File: src/hdl/cfo_drift_phase_rotator_top_assert.svh
// Assertion macros shared by the rotator modules.
`ifndef CFO_DRIFT_PHASE_ROTATOR_TOP_ASSERT_SVH
`define CFO_DRIFT_PHASE_ROTATOR_TOP_ASSERT_SVH

`ifndef SYNTH
// Same-cycle implication, checked while reset is released.
`define CDPR_ASSERT_IMPL(lbl, clk, rstn, ante, cons) \
  lbl: assert property (@(posedge clk) disable iff (!rstn) (ante) |-> (cons)) \
    else $error("cdpr same-cycle check failed");
// Next-cycle implication, checked while reset is released.
`define CDPR_ASSERT_NEXT(lbl, clk, rstn, ante, cons) \
  lbl: assert property (@(posedge clk) disable iff (!rstn) (ante) |=> (cons)) \
    else $error("cdpr next-cycle check failed");
`else
`define CDPR_ASSERT_IMPL(lbl, clk, rstn, ante, cons)
`define CDPR_ASSERT_NEXT(lbl, clk, rstn, ante, cons)
`endif

`endif

File: src/hdl/cdpr_pkg.sv
// Shared constants, types and the sine table builder for the rotator.
package cdpr_pkg;

  localparam int PHASE_BITS      = 48;
  localparam int INC_BITS        = 48;
  localparam int TABLE_ADDR_BITS = 10;
  localparam int SAMPLE_BITS     = 16;
  localparam int TAB_N           = 1 << TABLE_ADDR_BITS;
  localparam int TAB_AW          = TABLE_ADDR_BITS + 1;
  localparam int TAB_BITS        = 15;
  localparam int TRIG_BITS       = 16;
  localparam int PROD_BITS       = SAMPLE_BITS + TRIG_BITS;
  localparam int SUM_BITS        = PROD_BITS + 1;
  localparam int FRAC_BITS       = 15;
  localparam int CFG_IDX_BITS    = 2;

  localparam logic [63:0] Q30_ONE     = 64'd1 << 30;
  localparam logic [63:0] HALF_PI_Q30 = 64'd1686629713;

  typedef enum logic [CFG_IDX_BITS-1:0] {
    REG_ROTATE_ENABLE   = 2'd0,
    REG_BASE_INCREMENT  = 2'd1,
    REG_INCREMENT_DRIFT = 2'd2
  } cfg_reg_t;

  // One sample moving down the pipeline with its control bits.
  typedef struct packed {
    logic                          valid;
    logic                          bypass;
    logic [1:0]                    quad;
    logic signed [SAMPLE_BITS-1:0] re;
    logic signed [SAMPLE_BITS-1:0] im;
  } item_t;

  typedef logic [TAB_BITS-1:0] sin_tab_t [0:TAB_N];

  // One Horner step 1 - q*acc in Q2.30, clamped at zero.
  function automatic logic [63:0] horner_step(input logic [63:0] q, input logic [63:0] acc);
    logic [63:0] t;
    t = (q * acc) >> 30;
    return (t >= Q30_ONE) ? 64'd0 : (Q30_ONE - t);
  endfunction

  // Quarter-wave sine table in unsigned Q0.15 from a degree-13 Taylor series.
  function automatic sin_tab_t build_sin_tab();
    sin_tab_t    tab;
    logic [63:0] x;
    logic [63:0] x2;
    logic [63:0] acc;
    for (int k = 0; k <= TAB_N; k++) begin
      x   = (HALF_PI_Q30 * 64'(k)) >> TABLE_ADDR_BITS;
      x2  = (x * x) >> 30;
      acc = Q30_ONE;
      acc = horner_step(x2 / 64'd156, acc);
      acc = horner_step(x2 / 64'd110, acc);
      acc = horner_step(x2 / 64'd72, acc);
      acc = horner_step(x2 / 64'd42, acc);
      acc = horner_step(x2 / 64'd20, acc);
      acc = horner_step(x2 / 64'd6, acc);
      acc = (x * acc) >> 30;
      tab[k] = TAB_BITS'((acc * 64'd32767 + (Q30_ONE >> 1)) >> 30);
    end
    return tab;
  endfunction

endpackage

File: src/hdl/cdpr_mixer.sv
// Quadrant fold, complex multiply, rounding, saturation or bypass copy, and output register.
`include "cfo_drift_phase_rotator_top_assert.svh"

module cdpr_mixer (
  input  logic                                    clk,
  input  logic                                    rst_n,
  input  cdpr_pkg::item_t                         s2_item,
  input  logic [cdpr_pkg::TAB_BITS-1:0]           tab_lo,
  input  logic [cdpr_pkg::TAB_BITS-1:0]           tab_hi,
  input  logic                                    out_ready,
  output logic                                    adv,
  output logic                                    out_valid,
  output logic signed [cdpr_pkg::SAMPLE_BITS-1:0] out_re,
  output logic signed [cdpr_pkg::SAMPLE_BITS-1:0] out_im
);

  localparam int SB = cdpr_pkg::SAMPLE_BITS;
  localparam int TB = cdpr_pkg::TRIG_BITS;
  localparam int PB = cdpr_pkg::PROD_BITS;
  localparam int UB = cdpr_pkg::SUM_BITS;
  localparam logic signed [UB-1:0] ROUND_BIAS = UB'(1) << (cdpr_pkg::FRAC_BITS - 1);
  localparam logic signed [UB-1:0] SAT_MAX    = UB'((1 << (SB - 1)) - 1);
  localparam logic signed [UB-1:0] SAT_MIN    = -(UB'(1) << (SB - 1));

  logic signed [TB-1:0] lo_s;
  logic signed [TB-1:0] hi_s;
  logic signed [TB-1:0] sin_v;
  logic signed [TB-1:0] cos_v;

  cdpr_pkg::item_t      s3_r;
  logic signed [PB-1:0] p_rc_r;
  logic signed [PB-1:0] p_is_r;
  logic signed [PB-1:0] p_rs_r;
  logic signed [PB-1:0] p_ic_r;

  logic signed [UB-1:0] sum_re;
  logic signed [UB-1:0] sum_im;
  logic signed [UB-1:0] shr_re;
  logic signed [UB-1:0] shr_im;

  logic                 out_valid_r;
  logic signed [SB-1:0] out_re_r;
  logic signed [SB-1:0] out_im_r;

  function automatic logic signed [SB-1:0] sat(input logic signed [UB-1:0] v);
    logic signed [UB-1:0] c;
    c = (v > SAT_MAX) ? SAT_MAX : ((v < SAT_MIN) ? SAT_MIN : v);
    return c[SB-1:0];
  endfunction

  // The whole pipeline moves when the output slot is free or being emptied.
  assign adv = !out_valid_r || out_ready;

  assign lo_s = $signed({1'b0, tab_lo});
  assign hi_s = $signed({1'b0, tab_hi});

  always_comb begin
    case (s2_item.quad)
      2'd0: begin
        sin_v = lo_s;
        cos_v = hi_s;
      end
      2'd1: begin
        sin_v = hi_s;
        cos_v = -lo_s;
      end
      2'd2: begin
        sin_v = -lo_s;
        cos_v = -hi_s;
      end
      default: begin
        sin_v = -hi_s;
        cos_v = lo_s;
      end
    endcase
  end

  always_ff @(posedge clk) begin
    if (!rst_n) begin
      s3_r.valid <= 1'b0;
    end else if (adv) begin
      s3_r   <= s2_item;
      p_rc_r <= s2_item.re * cos_v;
      p_is_r <= s2_item.im * sin_v;
      p_rs_r <= s2_item.re * sin_v;
      p_ic_r <= s2_item.im * cos_v;
    end
  end

  assign sum_re = UB'(p_rc_r) - UB'(p_is_r) + ROUND_BIAS;
  assign sum_im = UB'(p_rs_r) + UB'(p_ic_r) + ROUND_BIAS;
  assign shr_re = sum_re >>> cdpr_pkg::FRAC_BITS;
  assign shr_im = sum_im >>> cdpr_pkg::FRAC_BITS;

  always_ff @(posedge clk) begin
    if (!rst_n) begin
      out_valid_r <= 1'b0;
    end else if (adv) begin
      out_valid_r <= s3_r.valid;
      out_re_r    <= s3_r.bypass ? s3_r.re : sat(shr_re);
      out_im_r    <= s3_r.bypass ? s3_r.im : sat(shr_im);
    end
  end

  assign out_valid = out_valid_r;
  assign out_re    = out_re_r;
  assign out_im    = out_im_r;

  `CDPR_ASSERT_NEXT(a_bypass_copies, clk, rst_n, adv && s3_r.valid && s3_r.bypass,
                    out_re_r == $past(s3_r.re) && out_im_r == $past(s3_r.im))
  `CDPR_ASSERT_IMPL(a_stall_blocks, clk, rst_n, out_valid_r && !out_ready, !adv)

endmodule

File: config.mk
export PLATFORM = sky130hd
export DESIGN_NAME = cdpr_mixer
export DESIGN_NICKNAME = d
export VERILOG_FILES = /design/src/hdl/cdpr_pkg.sv /design/src/hdl/cdpr_mixer.sv
export VERILOG_INCLUDE_DIRS = /design/src /design/src/hdl
export SDC_FILE = /design/constraint.sdc
export NUM_CORES = 2
export LEC_CHECK = 0
export ABC_AREA = 1
export ABC_CLOCK_PERIOD_IN_PS = 10750
export BUFFER_PORTS_ARGS = -buffer_cell sky130_fd_sc_hd__clkbuf_2
export CORE_ASPECT_RATIO = 1.25
export CORE_UTILIZATION = 40
export CTS_CLUSTER_SIZE = 16
export DETAILED_ROUTE_END_ITERATION = 10
export PLACE_DENSITY = 0.59
export SYNTH_ARGS = -nofsm -noshare
export SYNTH_HDL_FRONTEND = slang
export SYNTH_SLANG_ARGS = --single-unit
File: constraint.sdc
create_clock -name clk -period 10.75 [get_ports clk]
set_input_delay 2.15 -clock clk [delete_from_list [all_inputs] [get_ports clk]]
set_output_delay 2.15 -clock clk [all_outputs]
set_load 0.02 [all_outputs]
-- Yosys cells after proc, flatten, opt, wreduce, memory -nomap -nowiden
Cells that the tools add are included.
W data, S select, Z words.
- bits in registers: 195
- word-level logic and storage cells: 39
- add/subtract/negate cells: 6
- multipliers: 4
- order comparisons: 4
- eq/ne operators: 2
- multiplexer cells: 8
- reduce and logical (&&, ||, !) cells: 4
- operator list (cell ; number):
    $mul A16 B16 Y32 ; 4
    $mux W16 ; 6
    $pmux W16 S3 ; 2
    $add A33 B16 Y33 const B ; 2
    $gt A18 B16 Y1 const B ; 2
    $lt A18 B16 Y1 const B ; 2
    $add A32 B32 Y33 ; 1
    $sub A32 B32 Y33 ; 1
    $neg A15 Y16 ; 2
    $eq A2 B1 Y1 const B ; 1
    $eq A2 B2 Y1 const B ; 1
    $logic_not A2 Y1 ; 1
    $reduce_and A2 Y1 ; 1
    $logic_not A1 Y1 ; 1
    $logic_or A1 B1 Y1 ; 1

-- Longest topological paths before layout
- depth in word-level cells: 6
- depth in mapped cells: 38
- depth with buffers taken out: 38

-- Worst setup path after synthesis
OpenSTA, ideal clock, no wires.
- path kind: input to register
- from: input port out_ready
- to: register out_im_r[0], in the netlist out_im[0], enable pin
- setup time: 750 ps
- arrival: 10241 ps
- slack: -241 ps
- cell stages on the path: 2
- path buffers: 0
- cell sequence: nor2_1 nor2_1
- cells in the longest elaborated chain, start to end: 2
- ends and longest elaborated chain (item ; line ; RTL):
    from (decl) ; cdpr_mixer.sv:10 ; input logic out_ready,
    $logic_or A1 B1 Y1 ; cdpr_mixer.sv:52 ; assign adv = !out_valid_r || out_ready;
    $reduce_and A2 Y1 (no line) ; -- ;
    to (signal assigned) ; cdpr_mixer.sv:101 ; out_im_r <= s3_r.bypass ? s3_r.im : sat(shr_im);
    to (decl) ; cdpr_mixer.sv:43 ; logic signed [SB-1:0] out_im_r;
No other way between the ends.
A chain may end at the register's enable or synchronous reset.

-- Worst setup path in the final report
- from: input port s2_item[32] (netlist bit)
- to: register p_rs_r[25], data pin
- cells in the longest elaborated chain, start to end: 3
- elaborated cells between the ends (all ways): 5
- classes of those cells: 1 x mul; 2 x eq/ne; 1 x mux; 1 x reduce/logical
- ends and longest elaborated chain (item ; line ; RTL):
    from (decl) ; cdpr_mixer.sv:7 ; input cdpr_pkg::item_t s2_item,
    $eq A2 B2 Y1, or another cell as far along ; cdpr_mixer.sv:58 ; case (s2_item.quad)
    $pmux W16 S3 (*) ; cdpr_mixer.sv:58 ;
    $mul A16 B16 Y32 (*) ; cdpr_mixer.sv:85 ; p_rs_r <= s2_item.re * sin_v;
    to (signal assigned) ; cdpr_mixer.sv:85 ;
    to (decl) ; cdpr_mixer.sv:33 ; logic signed [PB-1:0] p_rs_r;
Every way passes the cells marked *; elsewhere a longest branch is shown, timed or not.

==> impl_metrics.json <==
{
  "status": "finished clean",
  "via_per_inst": 5.30,
  "netlist_area_um2": 52200,
  "io_pins": 103,
  "grt.overflow.total": 0,
  "ys.flop_type": "edfxtp_1",
  "ys_ff_latch": 195,
  "first_pass_iters": 8,
  "antenna_found_initial": 9,
  "drv_cap": 0,
  "die_height_um": 406,
  "path_max_fanout": 22,
  "syn_area_per_cell_um2": 8.41,
  "start_util": 0.405,
  "crit_path_end_kind": "flop",
  "drt-initial-drc-count": 4151,
  "rows": 147,
  "reg2reg_slack_ns": 7.60,
  "worstHoldPathType": "flop to flop",
  "slew_viol_final": 0,
  "htree_levels": 4,
  "post-dp-hpwl_um": 141000,
  "crit_type": "primary input to flop",
  "diodes": 0,
  "synth_edf_count": 193,
  "drive_gt1_frac": 0.0593,
  "cts_num_sinks": 195,
  "layout_commonest_cell": "inv_1",
  "setup_viol": 0,
  "n_fill_cell": 12900,
  "synth.distinct_cells": 59,
  "cts_buffer_depth": 2,
  "most-common-layout-cells": "inv_1, fa_1, nand2_1",
  "ctsHoldBuffers": 0,
  "crit_arrival_ns": 10.01,
  "startpoint_type": "primary input",
  "syn2layout_area_growth_pct": 6.44,
  "syn_nets": 7782,
  "path_clk_slew_ns": 0.09,
  "dieArea_um2": 132000,
  "wl_per_cell_um": 21.7,
  "skew_ns": 0.0203,
  "clk_latency_ns": 0.51,
  "cts_tree": "yes",
  "setup_tns_ns": 0,
  "ctsResizeCount": 0,
  "max_freq_mhz": 102,
  "async_flop_share": 0,
  "grt_pass1_vias": 44400,
  "required_ns": 11.00,
  "die_x_um": 325,
  "period_needed_ns": 9.76,
  "slew_headroom": 0.203,
  "post-route-period-util": 0.908,
  "grt_max_degree": 164,
  "grt_usage": 0.268,
  "postCtsSetupRepairBufs": 0,
  "yosys_warnings": 0,
  "num_vias": 42400,
  "fin_nets": 7842,
  "synth-seq-area-share": 0.112,
  "portBuffers": 102,
  "grt_first_pass_wirelength_um": 265000,
  "place.gp.congestion": 0.943,
  "numCtsBuffers": 17,
  "wl_um": 174000,
  "coreArea_um2": 129000,
  "root_buffer": "clkbuf_16",
  "synthCells": 6213,
  "rsz0062_at_grt": "false",
  "postRouteAntennaNets": 0,
  "drc": 0,
  "tightest_slew_ns": 1.19,
  "hold_violations": 0
}
[synth_stat cells, drive strengths merged, types with 8 or more instances]
cell type	instances	area share
a21boi	10	0.0014
a21o	22	0.0032
a21oi	220	0.021
a31oi	13	0.0016
buf	77	0.0088
clkbuf	115	0.0083
clkinv	15	0.0011
edfxtp	193	0.11
fa	1048	0.40
ha	452	0.11
inv	1497	0.11
nand2	1048	0.078
nand3	281	0.027
nand3b	8	0.0011
nand4	28	0.0034
nor2	739	0.054
nor3	30	0.0032
nor4	16	0.0020
o211ai	10	0.0017
o21a	8	0.0011
o21ai	147	0.015
o21bai	24	0.0034
xnor2	60	0.010
xor2	117	0.020
[flip-flops by register name, summed over array words and instances (netlist names)]
register   flops
p_ic_r        32
p_rs_r        32
p_rc_r        32
out_im        16
s3_r          34
out_valid      1
p_is_r        32
out_re        16
[logic make-up after synthesis]
family / Yosys count / synth area share
fa+ha+maj: 1500 / 0.510
compound gates: 480 / 0.0533
simple gates: 2157 / 0.170
buf+inv: 1704 / 0.126
flops: 195 / 0.112
xor+xnor: 177 / 0.0298
[metrics by stage]
step                      cell area, µm²  hold slack, ns  utilization  setup WS (ns)  cells
after floorplan                    52200           0.429            -           2.40   6213
after global placement             55000           0.437        0.427          0.747   7967
after detailed placement           55000           0.455        0.427          0.756   7967
after CTS                          55600           0.466        0.431           1.27   7998
after global routing               55600           0.494        0.431          0.653   7998
final                              55600           0.464        0.431          0.987   7998
[worst max-delay path, cell delays in order]
cell and delay [ns]:
clkbuf_2 0.38, nand2_1 0.09, buf_4 0.22, inv_1 0.57
a221oi_1 0.16, o21ai_2 0.38, nand2_1 0.55, nor2_1 0.25
fa_1 0.44, inv_1 0.08, fa_1 0.44, fa_1 0.52
inv_1 0.06, fa_1 0.45, fa_1 0.52, inv_1 0.05
fa_1 0.47, inv_1 0.04, ha_1 0.39, nand2_1 0.15
nor4_1 0.89, nand4_1 0.18, nand3_1 0.27, a21oi_1 0.13
xnor2_1 0.17
[layer usage]
metal | vias up | routed length (µm) | track usage
li1 | 18800 | - | -
met1 | 21200 | 68100 | 0.343
met2 | 1984 | 80400 | 0.438
met3 | 418 | 14800 | 0.0440
met4 | 8 | 10400 | 0.136
met5 | - | 48 | 0
[area by class of cell]
cell class	instances	area, µm²	share of cell area
clock inverter	13	144	0.00259
inverter	1512	5680	0.102
timing repair buffer	233	1510	0.0271
sequential	195	5840	0.105
tap	1713	2140	0.0385
clock buffer	18	429	0.00772
multi-input combinational	4314	39900	0.717
[worst paths after layout]
kind,from,endpoint,cells after the start
worst min-delay path,s3_r[35]$_SDFFE_PN0N_,s3_r[35]$_SDFFE_PN0N_,2
worst max-delay path,s2_item[32],p_rs_r[25]$_DFFE_PP_,25
worst max register to register,p_is_r[25]$_DFFE_PP_,out_re[3]$_DFFE_PP_,14
worst min register to register,s3_r[35]$_SDFFE_PN0N_,s3_r[35]$_SDFFE_PN0N_,2
Power is not shown: default switching activity piles up to over one toggle a cycle in this logic, so the estimate is an artifact.
