===== src/hdl/cfo_drift_phase_rotator_top_assert.svh =====
// Assertion macros shared by the rotator modules.
`ifndef CFO_DRIFT_PHASE_ROTATOR_TOP_ASSERT_SVH
`define CFO_DRIFT_PHASE_ROTATOR_TOP_ASSERT_SVH

`ifndef SYNTH
// Same-cycle implication, checked while reset is released.
`define CDPR_ASSERT_IMPL(lbl, clk, rstn, ante, cons) \
  lbl: assert property (@(posedge clk) disable iff (!rstn) (ante) |-> (cons)) \
    else $error("cdpr same-cycle check failed");
// Next-cycle implication, checked while reset is released.
`define CDPR_ASSERT_NEXT(lbl, clk, rstn, ante, cons) \
  lbl: assert property (@(posedge clk) disable iff (!rstn) (ante) |=> (cons)) \
    else $error("cdpr next-cycle check failed");
`else
`define CDPR_ASSERT_IMPL(lbl, clk, rstn, ante, cons)
`define CDPR_ASSERT_NEXT(lbl, clk, rstn, ante, cons)
`endif

`endif


===== src/hdl/cdpr_pkg.sv =====
// Shared constants, types and the sine table builder for the rotator.
package cdpr_pkg;

  localparam int PHASE_BITS      = 48;
  localparam int INC_BITS        = 48;
  localparam int TABLE_ADDR_BITS = 10;
  localparam int SAMPLE_BITS     = 16;
  localparam int TAB_N           = 1 << TABLE_ADDR_BITS;
  localparam int TAB_AW          = TABLE_ADDR_BITS + 1;
  localparam int TAB_BITS        = 15;
  localparam int TRIG_BITS       = 16;
  localparam int PROD_BITS       = SAMPLE_BITS + TRIG_BITS;
  localparam int SUM_BITS        = PROD_BITS + 1;
  localparam int FRAC_BITS       = 15;
  localparam int CFG_IDX_BITS    = 2;

  localparam logic [63:0] Q30_ONE     = 64'd1 << 30;
  localparam logic [63:0] HALF_PI_Q30 = 64'd1686629713;

  typedef enum logic [CFG_IDX_BITS-1:0] {
    REG_ROTATE_ENABLE   = 2'd0,
    REG_BASE_INCREMENT  = 2'd1,
    REG_INCREMENT_DRIFT = 2'd2
  } cfg_reg_t;

  // One sample moving down the pipeline with its control bits.
  typedef struct packed {
    logic                          valid;
    logic                          bypass;
    logic [1:0]                    quad;
    logic signed [SAMPLE_BITS-1:0] re;
    logic signed [SAMPLE_BITS-1:0] im;
  } item_t;

  typedef logic [TAB_BITS-1:0] sin_tab_t [0:TAB_N];

  // One Horner step 1 - q*acc in Q2.30, clamped at zero.
  function automatic logic [63:0] horner_step(input logic [63:0] q, input logic [63:0] acc);
    logic [63:0] t;
    t = (q * acc) >> 30;
    return (t >= Q30_ONE) ? 64'd0 : (Q30_ONE - t);
  endfunction

  // Quarter-wave sine table in unsigned Q0.15 from a degree-13 Taylor series.
  function automatic sin_tab_t build_sin_tab();
    sin_tab_t    tab;
    logic [63:0] x;
    logic [63:0] x2;
    logic [63:0] acc;
    for (int k = 0; k <= TAB_N; k++) begin
      x   = (HALF_PI_Q30 * 64'(k)) >> TABLE_ADDR_BITS;
      x2  = (x * x) >> 30;
      acc = Q30_ONE;
      acc = horner_step(x2 / 64'd156, acc);
      acc = horner_step(x2 / 64'd110, acc);
      acc = horner_step(x2 / 64'd72, acc);
      acc = horner_step(x2 / 64'd42, acc);
      acc = horner_step(x2 / 64'd20, acc);
      acc = horner_step(x2 / 64'd6, acc);
      acc = (x * acc) >> 30;
      tab[k] = TAB_BITS'((acc * 64'd32767 + (Q30_ONE >> 1)) >> 30);
    end
    return tab;
  endfunction

endpackage


===== src/hdl/cdpr_nco.sv =====
// Configuration registers, phase and drift accumulators and the input stage.
`include "cfo_drift_phase_rotator_top_assert.svh"

module cdpr_nco (
  input  logic                                    clk,
  input  logic                                    rst_n,
  input  logic                                    adv,
  input  logic                                    in_valid,
  input  logic signed [cdpr_pkg::SAMPLE_BITS-1:0] in_re,
  input  logic signed [cdpr_pkg::SAMPLE_BITS-1:0] in_im,
  input  logic                                    cfg_fire,
  input  logic [cdpr_pkg::CFG_IDX_BITS-1:0]       cfg_idx,
  input  logic [cdpr_pkg::INC_BITS-1:0]           cfg_value,
  output cdpr_pkg::item_t                         s1_item,
  output logic [cdpr_pkg::TABLE_ADDR_BITS-1:0]    s1_idx
);

  localparam int PB = cdpr_pkg::PHASE_BITS;

  logic          en_r;
  logic [PB-1:0] step_r;
  logic [PB-1:0] drift_r;
  logic [PB-1:0] inc_r;
  logic [PB-1:0] phase_r;
  logic [PB-1:0] phase_nxt;
  logic [PB-1:0] cfg_phase;
  logic          fire;
  logic          rotate;

  cdpr_pkg::item_t                      s1_r;
  logic [cdpr_pkg::TABLE_ADDR_BITS-1:0] idx_r;

  assign fire      = in_valid && adv;
  assign rotate    = fire && en_r;
  assign cfg_phase = PB'($signed(cfg_value));
  // The increment for this sample is applied before the lookup.
  assign phase_nxt = phase_r + inc_r;

  always_ff @(posedge clk) begin
    if (!rst_n) begin
      en_r    <= 1'b0;
      step_r  <= '0;
      drift_r <= '0;
      inc_r   <= '0;
      phase_r <= '0;
    end else if (cfg_fire) begin
      case (cdpr_pkg::cfg_reg_t'(cfg_idx))
        cdpr_pkg::REG_ROTATE_ENABLE: begin
          en_r <= cfg_value[0];
        end
        cdpr_pkg::REG_BASE_INCREMENT: begin
          inc_r <= cfg_phase + drift_r;
        end
        cdpr_pkg::REG_INCREMENT_DRIFT: begin
          step_r <= cfg_phase;
        end
        default: begin
        end
      endcase
    end else if (rotate) begin
      phase_r <= phase_nxt;
      drift_r <= drift_r + step_r;
      inc_r   <= inc_r + step_r;
    end
  end

  always_ff @(posedge clk) begin
    if (!rst_n) begin
      s1_r.valid <= 1'b0;
    end else if (adv) begin
      s1_r.valid  <= in_valid;
      s1_r.bypass <= !en_r;
      s1_r.quad   <= phase_nxt[PB-1 -: 2];
      s1_r.re     <= in_re;
      s1_r.im     <= in_im;
      idx_r       <= phase_nxt[PB-3 -: cdpr_pkg::TABLE_ADDR_BITS];
    end
  end

  assign s1_item = s1_r;
  assign s1_idx  = idx_r;

  `CDPR_ASSERT_NEXT(a_phase_holds, clk, rst_n, !rotate, $stable(phase_r))
  `CDPR_ASSERT_NEXT(a_inc_steps, clk, rst_n, rotate && !cfg_fire,
                    inc_r == $past(inc_r) + $past(step_r))

endmodule


===== config.mk =====
export PLATFORM = sky130hd
export DESIGN_NAME = cdpr_nco
export DESIGN_NICKNAME = d
export VERILOG_FILES = /design/src/hdl/cdpr_pkg.sv /design/src/hdl/cdpr_nco.sv
export VERILOG_INCLUDE_DIRS = /design/src /design/src/hdl
export SDC_FILE = /design/constraint.sdc
export NUM_CORES = 1
export LEC_CHECK = 0
export ABC_AREA = 1
export BUFFER_PORTS_ARGS = -buffer_cell sky130_fd_sc_hd__buf_2
export CAP_MARGIN = 20
export CORE_ASPECT_RATIO = 2
export CORE_UTILIZATION = 30
export DETAILED_ROUTE_END_ITERATION = 8
export PLACE_DENSITY_LB_ADDON = 0.25
export SYNTH_ARGS = -nofsm -noshare
export SYNTH_HDL_FRONTEND = slang
export SYNTH_SLANG_ARGS = --single-unit

===== constraint.sdc =====
create_clock -name clk -period 4.1 [get_ports clk]
set_input_delay 0.615 -clock clk [delete_from_list [all_inputs] [get_ports clk]]
set_output_delay 0.615 -clock clk [all_outputs]
set_load 0.02 [all_outputs]

* Word-level counts from Yosys, hierarchy flattened
Index checks and enable logic that the tools add are counted.
** Cells by class
- $add $sub $neg :: 4
- $mul :: 0
- Div/mod/pow operators :: 0
- Order comparisons :: 0
- Equal/unequal tests :: 3
- Shift-type cells :: 0
- Multiplexer cells :: 3
- Bitwise gates (word level) :: 1
- Reductions and logical operators :: 10
** Operator list (number)
- 48-bit adder :: 4
- 48-bit two-way mux :: 3
- 2-bit AND reduction :: 5
- 2-bit by 1-bit equality test with 1-bit output, second input constant :: 1
- 2-bit equality test, second input constant :: 1
- 1-bit logical AND :: 2
- 2-bit zero test :: 1
- 2-bit by 1-bit inequality test with 1-bit output, second input constant :: 1
- 2-bit nonzero test :: 1
- 1-bit zero test :: 1
- 1-bit inverter :: 1
** Storage, ports and cells
- Bits in registers :: 239
- Bits in latches :: 0
- RAM bits :: 0
- Bits in read-only memories :: 0
- Input port bits :: 87
- Output and inout bits :: 46
- Logic and storage cells :: 32
- Memories :: 0

* Depth between registers and ports, before layout
Gate-level depths: netlist of the first run.
- Depth after elaboration :: 4
- Gate-level depth with buffers :: 17
- Gate-level depth less buffers :: 17

* Least setup slack after synthesis of the first run
Ideal clock, no wire load.
- Kind :: input port to flip-flop
- From :: in rst_n
- To :: reg idx_r, in the netlist s1_idx[0] (enable)
- Setup time :: 0.399 ns
- Data arrival time :: 2.017 ns
- Required time :: 3.701 ns
- Path slack :: 1.683 ns
- Cell stages on the path :: 4
- Buffers on the path :: 2
- Cells stage by stage :: clkbuf_1 buf_2 nand2_1 inv_1
** On the way
- Longest elaborated chain between the ends :: 1
** Ends and longest elaborated chain
- start, declared :: RTL line cdpr_nco.sv:6 : input logic rst_n,
- 2-bit AND reduction (no source line)
- end signal, assigned :: RTL line cdpr_nco.sv:76 : idx_r <= phase_nxt[PB-3 -: cdpr_pkg::TABLE_ADDR_BITS];
- end, declared :: RTL line cdpr_nco.sv:31 : logic [cdpr_pkg::TABLE_ADDR_BITS-1:0] idx_r;
No other way between the ends.
A chain may end at the register's enable or synchronous reset.

* Final worst setup path of the first run
- From :: reg step_r[24]
- To :: reg drift_r[27]
** On the way
- Longest elaborated chain between the ends :: 1
** Ends and longest elaborated chain
- start, declared :: RTL line cdpr_nco.sv:21 : logic [PB-1:0] step_r;
- start signal, assigned :: RTL line cdpr_nco.sv:55 : step_r <= cfg_phase;
- 48-bit adder :: RTL line cdpr_nco.sv:62 : drift_r <= drift_r + step_r;
- end signal, assigned :: RTL line cdpr_nco.sv:62
- end, declared :: RTL line cdpr_nco.sv:22 : logic [PB-1:0] drift_r;
No other way between the ends.

==> flow_summary.yaml, run 1 <==
outcome:
  status: "complete, no violations"
sta:
  timing.setup.tns_ns: 0
  hold_viol: 0
  final-max-slew-violation-count: 0
  fin_crit_sh_pct: 78.0
  slew_headroom_pct: 24.6
  min_period_ns: 3.20
  rsz0062_at_grt: "no"
  finalSetupViolations: 0
  tightest_slew_ns: 1.12
  fin_worst_skew_ns: 0.0380
  fmax_mhz: 313
  setup_ws_ns: 0.903
setup_path:
  cp_max_fo: 4
  worstSetupStartpointType: "flip-flop"
  critPathKind: "reg -> reg"
  critPathBufInv: 2
  critPathCaptureType: "flip-flop"
  cp_cell_sequence: "ha_1, a21oi_1, o21ai_0, a21oi_1, inv_1, nor2_1, o21ai_1, nand2_1, nand2_1, o21ai_1, inv_1"
  crit_family: "compound AO/OA/AOI/OAI gates"
  cp_slowest_stage_delay_ns: 0.61
  crit_arrival_ns: 3.71
  cp.required_ns: 4.61
  crit_slowest_cell: "dfxtp_1"
global_route:
  grt_pass1_vias: 27200
  grt_overflow: 0
  grt_max_degree: 101
  antenna_found_initial: 11
  grt_pass1_wl_mm: 183
  track_usage_pct: 31.8
placement:
  io_buffer_count: 132
  pre_cts_ws_ns: 0.700
  place_area_um2: 26000
  routabilityCongestion: 1.07
  dp_hpwl_mm: 114
layout:
  final_cell_mix: "nand2_1 (1203), inv_1 (830), nor2_1 (539)"
  drive_gt1_share_pct: 6.63
  fillers: 9210
  multi_input_comb_area_um2: 15500
  nNetsFinal: 4617
  final_util_pct: 33.9
  layout_commonest_cell: "nand2_1"
  final-seq-area_um2: 5240
  post-route-cell-area_um2: 26900
  syn_to_final_growth_pct: 11.6
clock_tree:
  cts_buffers: 28
  cts_tree: "built"
  ctsResizeCount: 0
  clk_latency_ns: 0.64
  cts_root_buf: "clkbuf_16"
  path_clk_slew_ns: 0.07
  post_cts_buffers: 0
  clk_path_buf_depth: 3
  htreeDepth: 1
  clock-sinks: 239
  ctsHoldBuffers: 0
detailed_routing:
  drtPass1Iterations: 6
  vias_per_cell: 5.04
  drt_iter0_markers: 1589
  avgRoutedWirePerCell_um: 24.4
  drcViolationCount: 0
  via_count: 27200
  wirelength_mm: 132
  postRouteAntennaNets: 0
synthesis:
  syn_nets: 4506
  synth.distinct_cells: 42
  synth_ff_type: "dfxtp_1"
  ys_seq_area_share_pct: 21.7
  ys_ff_latch: 239
  synth_area_um2: 24100
  post_synth.cell_area_avg_um2: 5.71
  synth-async-reset-ratio_pct: 0
  ys_warn_count: 0
  synth_top_area_cell: "nand2_1"
  synth_cells: 4227
  yosys.area.top_type_share_pct: 18.7
  synth-edff-count: 45
  synthTopCellsByArea: "nand2_1 (19%), dfxtp_1 (16%), inv_1 (13%)"
power_and_ir_drop:
  peakVddDrop_v: 0.000302
  leakagePower_nw: 14.4
  power_density_nw_per_um2: 237
floorplan:
  io_pins: 133
  rows: 146
  die_w_um: 203
  die_h_um: 403
  initial_utilization_pct: 30.4
  die_area_um2: 81700
  coreArea_um2: 79500
min_path:
  hold_path_class: "in -> reg"
flow_run:
  drv_cap: 0
metal layers:
| layer | up-vias | track usage (%) | wire (um) | share of wire [%] |
|---|---|---|---|---|
| met4 | 10 | 38.7 | 19200 | 15 |
| met2 | 937 | 59.6 | 67500 | 51 |
| met3 | 492 | 4.94 | 6370 | 4.8 |
| li1 | 13500 | - | - | - |
| met5 | - | 0 | 63 | 0.048 |
| met1 | 12300 | 25.5 | 38700 | 29 |
through the flow:
step / instances / hold slack [ns] / total power, mW
floorplan: 4227 / 0.446 / 3.27
global placement: 5343 / 0.448 / 3.83
detailed placement: 5343 / 0.450 / 3.83
CTS: 5395 / 0.115 / 6.43
global route: 5396 / 0.129 / 6.60
finish: 5400 / 0.155 / 6.37
layout make-up:
| cell class | instances | area share (%) |
|---|---|---|
| multi-input combinational | 3078 | 57.4 |
| inverter | 839 | 11.7 |
| tap | 1036 | 4.81 |
| clock inverter | 17 | 0.520 |
| sequential | 239 | 19.4 |
| timing repair buffer | 152 | 3.28 |
| antenna | 4 | 0.0372 |
| clock buffer | 35 | 2.82 |
power breakdown:
group / switching [mW] / internal [mW]
combinational: 0.782 / 0.342
clock: 1.23 / 1.34
sequential: 0.190 / 2.49
registers in the layout, summed over array words and instances (netlist names):
name and flops:
step_r 48, phase_r 48, s1_idx 10, en_r 1, drift_r 48, s1_item 36
inc_r 48
path summary, 6_finish.rpt:
check                                start                       end  slack, ns  depth (start not counted)
setup / recovery   step_r[24]$_SDFFE_PN0P_  drift_r[27]$_SDFFE_PN0P_       0.90                         11
hold reg to reg   s1_item[35]$_SDFFE_PN0P_  s1_item[35]$_SDFFE_PN0P_       0.47                          2
setup reg to reg   step_r[24]$_SDFFE_PN0P_  drift_r[27]$_SDFFE_PN0P_       0.90                         11
hold / removal                    in_im[3]      s1_item[3]$_DFFE_PP_       0.15                          1
logic make-up (layout without fill, tap and decap cells):
logic type / count (synthesis) / in the layout / share of synthesized area (%)
buf+inv: 910 / 1043 / 14.3
other cells: 0 / 4 / 0
flops: 239 / 239 / 21.7
compound gates: 640 / 640 / 14.3
fa+ha+maj: 192 / 192 / 10.1
xor+xnor: 62 / 62 / 2.25
simple gates: 2184 / 2184 / 37.4
synthesized netlist by cell type, drive strengths merged (7+ instances only):
master	number
a21o	7
a21oi	288
a31oi	7
buf	32
clkbuf	39
dfxtp	194
edfxtp	45
ha	188
inv	839
nand2	1238
nand3	265
nand3b	17
nand4	59
nor2	560
nor3	26
o211ai	17
o21a	13
o21ai	275
o21bai	27
or2	8
xnor2	14
xor2	48
No activity file was read; power rests on OpenSTA's default activity.
==> run 2, diff against run 1 <==
==> constraint.sdc (replaced) <==
create_clock -name clk -period 2.8 [get_ports clk]
set_input_delay 0.42 -clock clk [delete_from_list [all_inputs] [get_ports clk]]
set_output_delay 0.42 -clock clk [all_outputs]
set_load 0.02 [all_outputs]
==> run 2 against run 1 <==
  * Fmax increased by 15%
  * Sequential share of layout area is 1.4 points lower
  * First-iteration DRC count down 13%
  * Sequential power up 44%
  * Die area stayed put
  * Via count rose by 2.7%
  * Register-to-register slack got worse by 0.88 ns
  * Worst setup slack lost 0.88 ns
  * Core utilization is 2.8 points higher
  * Critical endpoint is now inc_r[13]$_SDFFE_PN0P_
  * Largest cell class unchanged
  * Largest power group is now the clock network
==> flow_summary.yaml, run 2 (synthesis gave the netlist of run 1 again) <==
clock_tree:
  clk_latency_ns: 0.64
  clock-sinks: 239
  cts_tree: "built"
  path_clk_slew_ns: 0.07
  clk_path_buf_depth: 3
  cts_buffers: 29
  cts_root_buf: "clkbuf_16"
  htreeDepth: 1
layout:
  nNetsFinal: 4856
  final_cell_mix: "nand2_1 (1203), inv_1 (830), nor2_1 (538)"
  post-route-cell-area_um2: 29100
  final_util_pct: 36.7
  syn_to_final_growth_pct: 20.7
  layout_commonest_cell: "nand2_1"
  instances_no_fill: 5640
  drive_gt1_share_pct: 11.2
setup_path:
  critPathCaptureType: "flip-flop"
  critPathKind: "reg -> reg"
  path_common_cell: "nand2_1"
  crit_slowest_cell: "dfxtp_1"
  crit_arrival_ns: 3.31
  cp_max_fo: 4
  cp_slowest_stage_delay_ns: 0.68
  worstSetupStartpointType: "flip-flop"
  cp_cell_sequence: "ha_1, inv_1, nand2_1, nand3_1, nand2_1, nand2_1, nand2_1, buf_4, o21ai_0, buf_4, nand3_1, o211ai_1, inv_1"
  cp.required_ns: 3.34
sta:
  finalSetupViolations: 0
  timing.setup.tns_ns: 0
  fmax_mhz: 361
  hold_viol: 0
  final-max-slew-violation-count: 0
  tightest_slew_ns: 0.957
  fin_crit_sh_pct: 99.0
  slew_headroom_pct: 36.1
  min_period_ns: 2.77
  fin_worst_skew_ns: 0.0241
  setup_ws_ns: 0.0267
  fin_hold_ws_ns: 0.0722
global_route:
  grt_pass1_vias: 28000
  track_usage_pct: 32.5
  grt_max_degree: 110
  antenna_found_initial: 7
  grt_pass1_wl_mm: 188
  grt_overflow: 0
floorplan:
  initial_utilization_pct: 30.4
  io_pins: 133
  die_h_um: 403
  die_area_um2: 81700
  coreArea_um2: 79500
  rows: 146
  die_w_um: 203
placement:
  placed_cells: 5550
  place_area_um2: 27700
  dp_hpwl_mm: 116
  io_buffer_count: 132
  routabilityCongestion: 1.08
  pre_cts_ws_ns: 0.00403
detailed_routing:
  avgRoutedWirePerCell_um: 23.8
  postRouteAntennaNets: 0
  drcViolationCount: 0
  drt_iter0_markers: 1377
  vias_per_cell: 4.95
  via_count: 27900
  wirelength_mm: 134
  drtPass1Iterations: 7
power_and_ir_drop:
  peakVddDrop_v: 0.000516
  power_density_nw_per_um2: 349
  power_mw: 10.2
  leakagePower_nw: 15.6
min_path:
  hold_path_class: "in -> reg"
outcome:
  status: "complete, no violations"
flow_run:
  drv_cap: 0
[run 2: per-layer routing]
metal | global-route usage [%] | share of wire (%) | up-vias
li1 | - | - | 14000
met1 | 27.1 | 30 | 12600
met2 | 60.4 | 51 | 885
met3 | 3.73 | 3.9 | 425
met4 | 39.7 | 14 | 4
met5 | 0 | 0.019 | -
[run 2: where the power goes]
group | internal, mW | switching, mW
combinational | 0.683 | 1.27
clock | 2.47 | 1.89
sequential | 3.65 | 0.214
[run 2: critical path, delay by kind of cell, from the launching register on]
family          cells  cell delay [ns]
flops               1             0.68
fa+ha+maj           1             0.39
buf+inv             4             0.51
compound gates      2             0.36
simple gates        6             0.70
[run 2: worst paths after layout]
kind	from	endpoint	slack (ns)	cells past startpoint
max	drift_r[2]$_SDFFE_PN0P_	inc_r[13]$_SDFFE_PN0P_	0.03	13
min reg2reg	s1_item[35]$_SDFFE_PN0P_	s1_item[35]$_SDFFE_PN0P_	0.47	2
max reg2reg	drift_r[2]$_SDFFE_PN0P_	inc_r[13]$_SDFFE_PN0P_	0.03	13
min	rst_n	drift_r[1]$_SDFFE_PN0P_	0.07	3
[run 2: final cells by class]
| cell class | count | area [um2] |
|---|---|---|
| well taps | 1036 | 1300 |
| multi-input cells | 3078 | 15500 |
| repair buffers | 390 | 2910 |
| clock inverters | 19 | 262 |
| fillers | 9022 | 50300 |
| clock buffers | 35 | 779 |
| inverters | 839 | 3150 |
| diodes | 4 | 10.0 |
| flip-flops and latches | 239 | 5250 |
[run 2: repair_timing]
action                     4_1_cts  5_1_grt
hold buffers                    32        0
hold endpoints to repair        32        0
setup endpoints to repair        2       23
cloned                           0        0
setup buffers                    0        0
gates resized for setup          2       17
==> run 3, diff against run 2 <==
--- a/config.mk
+++ b/config.mk
@@ -11,7 +11,9 @@
 export CAP_MARGIN = 20
 export CORE_ASPECT_RATIO = 2
 export CORE_UTILIZATION = 30
+export CTS_BUF_LIST = sky130_fd_sc_hd__clkbuf_4
 export DETAILED_ROUTE_END_ITERATION = 8
+export MAX_ROUTING_LAYER = met4
 export PLACE_DENSITY_LB_ADDON = 0.25
 export SYNTH_ARGS = -nofsm -noshare
 export SYNTH_HDL_FRONTEND = slang
==> run 3 against run 2 <==
  * Hold slack improved by 0.087 ns
  * Worst setup slack better by 0.015 ns
  * Non-clock buffer count rose by 28
  * Sequential share of layout area is 0.089 points lower
  * Power is 9.0% lower
  * Wire length rose by 0.96%
  * First-iteration DRC count grew 21%
  * Clock skew grew 0.061 ns
  * Largest cell class unchanged
==> flow_summary.yaml, run 3 (synthesis gave the netlist of run 1 again) <==
setup_path:
  regToRegEndpoint: "phase_r[31]$_SDFFE_PN0P_"
  crit_slowest_cell: "dfxtp_1"
  cp_max_fo: 4
  cp.required_ns: 3.62
  critPathCaptureType: "flip-flop"
  rr_startpoint: "inc_r[30]$_SDFFE_PN0P_"
  regToRegSetupSlack_ns: 0.04
  cp_slowest_stage_delay_ns: 0.58
  cp_cell_sequence: "ha_1, a21oi_1, o21ai_0, a21oi_1, o21ai_1, buf_4, inv_1, a21o_1, nand3_1, nand2_1, inv_1"
  crit_family: "compound AO/OA/AOI/OAI gates"
  crit_arrival_ns: 3.58
  critPathBufInv: 3
  worstSetupStartpointType: "flip-flop"
  worstRegToRegCells: 11
  critPathKind: "reg -> reg"
layout:
  nNetsFinal: 4923
  multi_input_comb_area_um2: 15500
  post-route-cell-area_um2: 29300
  final-seq-area_um2: 5250
  syn_to_final_growth_pct: 21.3
  layout_commonest_cell: "nand2_1"
  fillers: 9117
  drive_gt1_share_pct: 11.8
  final_cell_mix: "nand2_1 (1201), inv_1 (830), nor2_1 (535)"
sta:
  fin_crit_sh_pct: 98.5
  fmax_mhz: 363
  final-max-slew-violation-count: 0
  slew_headroom_pct: 40.2
  fin_hold_ws_ns: 0.160
  fin_worst_skew_ns: 0.0847
  rsz0062_at_grt: "no"
  finalSetupViolations: 0
  hold_viol: 0
  min_period_ns: 2.76
  timing.setup.tns_ns: 0
  setup_ws_ns: 0.0417
  tightest_slew_ns: 0.898
clock_tree:
  htreeDepth: 3
  cts_buffers: 68
  clk_path_buf_depth: 3
  clk_latency_ns: 0.96
  cts_root_buf: "clkbuf_4"
  cts_tree: "built"
  path_clk_slew_ns: 0.07
  clock-sinks: 239
floorplan:
  die_area_um2: 81700
  coreArea_um2: 79500
  initial_utilization_pct: 30.4
  die_w_um: 203
  io_pins: 133
  die_h_um: 403
  rows: 146
min_path:
  worstHoldPathCells: 4
  hold_path_startpoint: "cfg_idx[0]"
  min_to: "inc_r[24]$_SDFFE_PN0P_"
  hold_path_class: "in -> reg"
detailed_routing:
  drtPass1Iterations: 6
  postRouteAntennaNets: 0
  drcViolationCount: 0
  wirelength_mm: 135
  drt_iter0_markers: 1669
  avgRoutedWirePerCell_um: 23.6
  via_count: 28700
  vias_per_cell: 5.00
global_route:
  grt_pass1_wl_mm: 190
  grt_pass1_vias: 28700
  grt_max_degree: 114
  antenna_found_initial: 6
  grt_overflow: 0
  track_usage_pct: 34.0
power_and_ir_drop:
  leakagePower_nw: 15.7
  peakVddDrop_v: 0.000368
  power_mw: 9.25
  power_density_nw_per_um2: 316
placement:
  pre_cts_ws_ns: -0.0158
  io_buffer_count: 132
  routabilityCongestion: 1.08
  dp_hpwl_mm: 115
  place_area_um2: 27500
outcome:
  status: "complete, no violations"
flow_run:
  drv_cap: 0
run 3: report_power, final:
group / internal [mW] / switching [mW]
clock network: 1.55 / 1.85
logic: 0.714 / 1.28
registers: 3.64 / 0.205
total: 5.91 / 3.35
run 3: area by class of cell:
type	instances	area share, %
diodes	11	0.0940
clock buffers	94	2.41
clock inverters	22	0.329
inverters	839	10.8
multi-input cells	3078	53.0
flip-flops and latches	239	17.9
well taps	1036	4.43
repair buffers	418	11.0
run 3: worst reg2reg max path, delay by kind of cell, from the launching register on:
kind	cells	cell delay (ns)
buffers and inverters	3	0.29
AND/OR/NAND/NOR	2	0.22
flip-flops	1	0.58
AO/OA/AOI/OAI	5	1.24
adder cells (fa/ha/maj)	1	0.36
run 3: stage by stage:
stage / util, % / instances
after floorplan: - / 4227
after global placement: 34.6 / 5522
after detailed placement: 34.6 / 5522
after CTS: 36.7 / 5725
after global routing: 36.8 / 5734
final: 36.8 / 5737
run 3: how the worst max path moves through the flow:
stage | start | endpoint | slack, ns | depth (start not counted)
2_1_floorplan | rst_n | s1_idx[0]$_DFFE_PP_ | 0.58 | 4
3_3_place_gp | step_r[24]$_SDFFE_PN0P_ | inc_r[45]$_SDFFE_PN0P_ | -0.07 | 16
3_5_place_dp | step_r[22]$_SDFFE_PN0P_ | inc_r[43]$_SDFFE_PN0P_ | -0.02 | 14
4_1_cts | inc_r[27]$_SDFFE_PN0P_ | inc_r[45]$_SDFFE_PN0P_ | 0.01 | 14
5_1_grt | inc_r[35]$_SDFFE_PN0P_ | inc_r[45]$_SDFFE_PN0P_ | 0.006 | 14
6_report | inc_r[30]$_SDFFE_PN0P_ | phase_r[31]$_SDFFE_PN0P_ | 0.04 | 11
run 3: timing repair:
action,CTS,global route
hold buffers,87,0
resized for setup,4,26
pin swaps,0,2
endpoints found under the hold margin,86,0
endpoints found under the setup margin,2,22
buffers inserted,0,1
run 3: per-layer routing:
layer / vias up / track usage [%] / wire length, um
li1: 14200 / - / -
met1: 13000 / 27.2 / 41400
met2: 1003 / 62.6 / 70300
met3: 540 / 4.80 / 5670
met4: 0 / 36.8 / 18100
met5: - / - / 0
